===== src/rtl/grouped_multi_queue_pool_unit_assert.svh =====
// Assertion macros for the grouped multi-queue pool unit.
// Used by gmqp_back; no other dependencies.
`ifndef GROUPED_MULTI_QUEUE_POOL_UNIT_ASSERT_SVH
`define GROUPED_MULTI_QUEUE_POOL_UNIT_ASSERT_SVH
`ifndef SYNTHESIS
`define GMQ_ASSERT_IMP(label, clk, rst_n, ante, cons) \
	label: assert property (@(posedge clk) disable iff (!rst_n) (ante) |-> (cons)) \
		else $error("assertion failed");
`define GMQ_ASSERT_NXT(label, clk, rst_n, ante, cons) \
	label: assert property (@(posedge clk) disable iff (!rst_n) (ante) |=> (cons)) \
		else $error("assertion failed");
`else
`define GMQ_ASSERT_IMP(label, clk, rst_n, ante, cons)
`define GMQ_ASSERT_NXT(label, clk, rst_n, ante, cons)
`endif
`endif


===== src/rtl/gmqp_pkg.sv =====
// Shared types and constants of the grouped multi-queue pool unit.
// No dependencies.
package gmqp_pkg;
	localparam int NUM_GROUPS       = 16;
	localparam int POOL_ENTRIES_DEF = 256;
	localparam int HANDLE_BITS      = 32;

	localparam logic [1:0] KIND_PUT  = 2'd0;
	localparam logic [1:0] KIND_GET  = 2'd1;
	localparam logic [1:0] KIND_STEP = 2'd2;
	localparam logic [1:0] KIND_ALL  = 2'd3;

	localparam logic [1:0] ST_OK    = 2'd0;
	localparam logic [1:0] ST_ZERO  = 2'd1;
	localparam logic [1:0] ST_FULL  = 2'd2;
	localparam logic [1:0] ST_EMPTY = 2'd3;

	typedef struct packed {
		logic [1:0]  kind;
		logic [3:0]  group;
		logic [31:0] handle;
		logic        zero;
	} cmd_t;

	typedef struct packed {
		logic [1:0]  status;
		logic [31:0] handle_out;
		logic [3:0]  group_out;
	} rsp_t;
endpackage


===== src/rtl/gmqp_front.sv =====
// Front part: accepts items, classifies them and queues them as commands.
// Depends on gmqp_pkg.
module gmqp_front import gmqp_pkg::*; (
	input  logic        clk,
	input  logic        arst_n,
	input  logic        in_valid,
	output logic        in_ready,
	input  logic [1:0]  in_kind,
	input  logic [3:0]  in_group,
	input  logic [31:0] in_handle,
	output logic        cmd_valid,
	input  logic        cmd_ready,
	output cmd_t        cmd
);
	cmd_t       buf_q [2];
	logic       wp_q, rp_q;
	logic [1:0] cnt_q;
	logic       push, pop;
	logic [31:0] hm;

	assign hm = in_handle & (32'hFFFF_FFFF >> (32 - HANDLE_BITS));
	assign in_ready = (cnt_q != 2'd2);
	assign cmd_valid = (cnt_q != 2'd0);
	assign cmd = buf_q[rp_q];
	assign push = in_valid && in_ready;
	assign pop = cmd_valid && cmd_ready;

	always_ff @(posedge clk) begin
		if (push) begin
			buf_q[wp_q] <= '{kind: in_kind, group: in_group, handle: hm, zero: (hm == 32'd0)};
		end
	end

	always_ff @(posedge clk or negedge arst_n) begin
		if (!arst_n) begin
			wp_q <= 1'b0;
			rp_q <= 1'b0;
			cnt_q <= 2'd0;
		end else begin
			if (push) wp_q <= ~wp_q;
			if (pop) rp_q <= ~rp_q;
			cnt_q <= cnt_q + {1'b0, push} - {1'b0, pop};
		end
	end
endmodule


===== config.mk =====
export PLATFORM = sky130hd
export DESIGN_NAME = gmqp_front
export DESIGN_NICKNAME = d
export VERILOG_FILES = /design/src/rtl/grouped_multi_queue_pool_unit_assert.svh /design/src/rtl/gmqp_pkg.sv /design/src/rtl/gmqp_front.sv
export SDC_FILE = /design/constraint.sdc
export NUM_CORES = 1
export LEC_CHECK = 0
export BUFFER_PORTS_ARGS = -buffer_cell sky130_fd_sc_hd__buf_2
export CAP_MARGIN = 10
export CORE_UTILIZATION = 40
export CTS_CLUSTER_SIZE = 40
export DETAILED_ROUTE_END_ITERATION = 8
export GPL_TIMING_DRIVEN = 0
export PLACE_DENSITY = 0.68
export SETUP_SLACK_MARGIN = 0.5
export SYNTH_ARGS = -nofsm -noshare
export SYNTH_HDL_FRONTEND = slang
export SYNTH_SLANG_ARGS = --single-unit

===== constraint.sdc =====
create_clock -name clk -period 2.9 [get_ports clk]
set_clock_uncertainty 0.05 [all_clocks]
set_input_delay 0.29 -clock clk [delete_from_list [all_inputs] [get_ports clk]]
set_output_delay 0.29 -clock clk [all_outputs]
set_load 0.005 [all_outputs]

==> reports/metrics.csv <==
stage,metric,value,unit
outcome,status,finished clean,
critical_path,slowest CP cell,dfrtp_1,
routing,drc violations,0,
sta,Fin. Hold Viols,0,
power,internal power consumption,2510,µW
final_layout,# fillers,645,
critical_path,CP endpoint kind,output port,
grt,pin count of the biggest net entering global routing,28,
floorplan,Starting Density,42.0,%
final_layout,share of cells above drive strength 1,57.6,%
grt,met2 Track Usage GR,21.4,%
min_path,hold path cells,1,
critical_path,WS Path Type,flop to output port,
routing,post-detailed-routing wire length,5.20,mm
routing,vias post-DR,1672,
grt,first-pass GRT wire length,8.29,mm
power,Reg power frac,48.7,%
routing,WL/cell,14.9,µm
grt,GRT busiest layer,met2,
logic_synthesis,Yosys cell types,16,
power,Worst IR Drop VDD,0.507,mV
logic_synthesis,post-synth top area cell,edfxtp_1,
sta,Final min period,1810,ps
clock_tree,CTS root buffer,clkbuf_8,
routing,post-route ant nets,0,
grt,total track usage,13.8,%
final_layout,Nets,289,
floorplan,die area,8080,µm²
sta,final setup fails,0,
placed_design,port buffer count,82,
sta,post-route setup slack,1090,ps
final_layout,n_diodes,0,
sta,RSZ-0062 raised after global routing,no,
placed_design,Place WS,1120,ps
logic_synthesis,Yosys reg bits,82,
critical_path,WP data arrival,1470,ps
power,clock power share,19.4,%
sta,Slew HR,66.0,%
placed_design,cell count after placement,332,
placed_design,DP HPWL,3.62,mm
grt,grt ovf,0,
logic_synthesis,main area contributors after synthesis,"edfxtp_1, mux2_2, dfrtp_1",
power,combinational cell fraction of total power,31.9,%
routing,DR iter-0 viols,70,
min_path,Hold EP,buf_q[1][33],
final_layout,"Core Util, Final",52.2,%
critical_path,Critical Path RT,2560,ps
floorplan,standard-cell rows,31,
critical_path,crit-path max cell delay,460,ps
logic_synthesis,Mapped Area,3090,µm²
logic_synthesis,register area share after synthesis,79.0,%
floorplan,overall die width,89.9,µm
sta,Max Clock Freq,551,MHz
routing,vias per cell,4.79,
logic_synthesis,number of flops mapped to enable cells by yosys,78,
logic_synthesis,Most used DFF post-synth,edfxtp_1,
clock_tree,H-tree depth,3,
power,Lkg Pwr,0.00143,µW
clock_tree,clk buf depth,2,
critical_path,CP top delay family,flip-flops,
min_path,Hold Startpoint,in_group[0],
sta,hold slack,88.8,ps
final_layout,Area growth syn-to-layout,24.4,%
logic_synthesis,synth cell count leaders,"edfxtp_1, mux2_2, nor4_1",
clock_tree,TritonCTS buffer count,9,
critical_path,reg2reg end,cnt_q[1],
logic_synthesis,Post-Synthesis Cells,149,
power,sw power,978,µW
logic_synthesis,"Async S/R FF share, synth",4.88,%
critical_path,R2R depth,7,
floorplan,Die H,89.9,µm
placed_design,GPL Wtd Cong,0.693,
clock_tree,CTS tree,built,
clock_tree,Sink Count,82,
clock_tree,Clock transition at path regs,70,ps
critical_path,worst flop-to-flop path startpoint,cnt_q[1],
logic_synthesis,"count leader, synth",edfxtp_1,
logic_synthesis,Mean Syn Cell Area,20.7,µm²
floorplan,core area,7370,µm²
sta,Final Max Slew Viols,0,
min_path,worst hold-check path type,input pin to flop,
grt,vias in the first global route,1686,
floorplan,io pins,83,
grt,met3 GRT Util,3.81,%
routing,Pre-antenna DRT Iters,4,
critical_path,crit path cell chain,buf_6 -> mux2_2 -> buf_2,
critical_path,CP Launch Type,flop,
sta,period utilization,62.5,%
logic_synthesis,"Net Count, Synth",193,
critical_path,flop2flop setup slack,1120,ps
power,P per Cell Area,907,nW/µm²
logic_synthesis,Synth top area share,75.8,%
grt,M1 GR Usage,18.2,%
grt,initial antenna violation count,0,
critical_path,Critical Path Fanout Max,10,
final_layout,Final Non-Filler Cells,349,
clock_tree,worst skew pair latency,330,ps
sta,Fin Setup TNS,0,ps
sta,Worst-Margin Slew,509,ps
flow_run,Max-cap violations,0,
power,sw frac,28.0,%
logic_synthesis,Synth Warn #,0,
critical_path,CP Buf/Inv Count,2,
cell type report:
class,count,area [µm²],share of cell area (%)
plain buffers,4,45.0,1.17
clock buffers,10,128,3.32
clock inverters,6,33.8,0.878
inverters,1,3.75,0.0976
multi-input cells,62,609,15.8
flip-flops and latches,82,2440,63.5
well taps,99,124,3.22
repair buffers,85,460,12.0
sequential cells by signal, summed over array words and instances, names as in the netlist:
name and count:
buf_q 78, cnt_q 2, rp_q 1, wp_q 1
worst max path at each step:
stage,from,end,cells past startpoint
2_1_floorplan,cnt_q[1],buf_q[0][0],3
3_3_place_gp,cnt_q[1],buf_q[0][38],3
3_5_place_dp,cnt_q[1],buf_q[0][38],4
4_1_cts,rp_q,cmd[25],3
5_1_grt,cnt_q[1],buf_q[0][2],4
6_report,rp_q,cmd[25],3
metal layers:
layer,vias up,part of all wire (%),wire (µm)
met5,-,0,0
met4,0,1.9,100
met3,8,7.1,369
met2,64,47,2460
met1,818,44,2260
li1,782,-,-
per-stage QoR:
step	power (µW)	instance area, µm²
2_1_floorplan	2380	3090
3_3_place_gp	2810	3630
3_5_place_dp	2860	3670
4_1_cts	3540	3850
5_1_grt	3690	3850
6_report	3490	3850
layout by cell type, fill, tap and decap left out:
cell,synthesis,layout
nor2_4,0,1
xor2_1,1,1
and3_2,0,1
and2_4,1,1
dlygate4sd3_1,0,1
ha_1,2,2
clkinv_2,0,3
buf_6,4,4
or2_1,1,1
clkbuf_1,0,1
nor4_1,8,8
nand2_1,1,1
clkinvlp_4,0,2
buf_2,0,82
buf_12,0,2
mux2_2,39,39
nand2b_1,1,1
dfrtp_1,4,4
inv_1,1,1
nand4_1,2,2
xnor2_1,3,3
nor2_1,2,1
edfxtp_1,78,78
clkbuf_8,0,9
clkinv_1,0,1
worst register-to-register path, stage by stage, from the launching register on:
cell     delay, ps
dfrtp_1        410
or2_1          260
and2_4         170
ha_1           270
inv_1           40
ha_1           180
xnor2_1        190
xnor2_1        140
power by group through the flow:
stage               Combinational [µW]  Sequential, µW  Clock, µW
CTS                               1140            1700        694
global placement                  1080            1730          0
finish                            1110            1700        679
detailed placement                1140            1730          0
floorplan                          673            1710          0
global route                      1210            1730        744
timing repair:
item	in CTS	in global routing
resized for setup	0	0
setup buffers	0	0
hold endpoints to repair	4	0
hold buffers	1	0
logic make-up (layout without fill, tap and decap cells):
kind of cell	Yosys count	count (layout)	synth area share [%]
buffers and inverters	5	106	1.58
XOR/XNOR	4	4	1.13
multiplexers	39	39	14.2
flip-flops	82	82	79.0
AND/OR/NAND/NOR	17	17	3.28
adder cells (fa/ha/maj)	2	2	0.809
(Power assumes the default switching activity.)
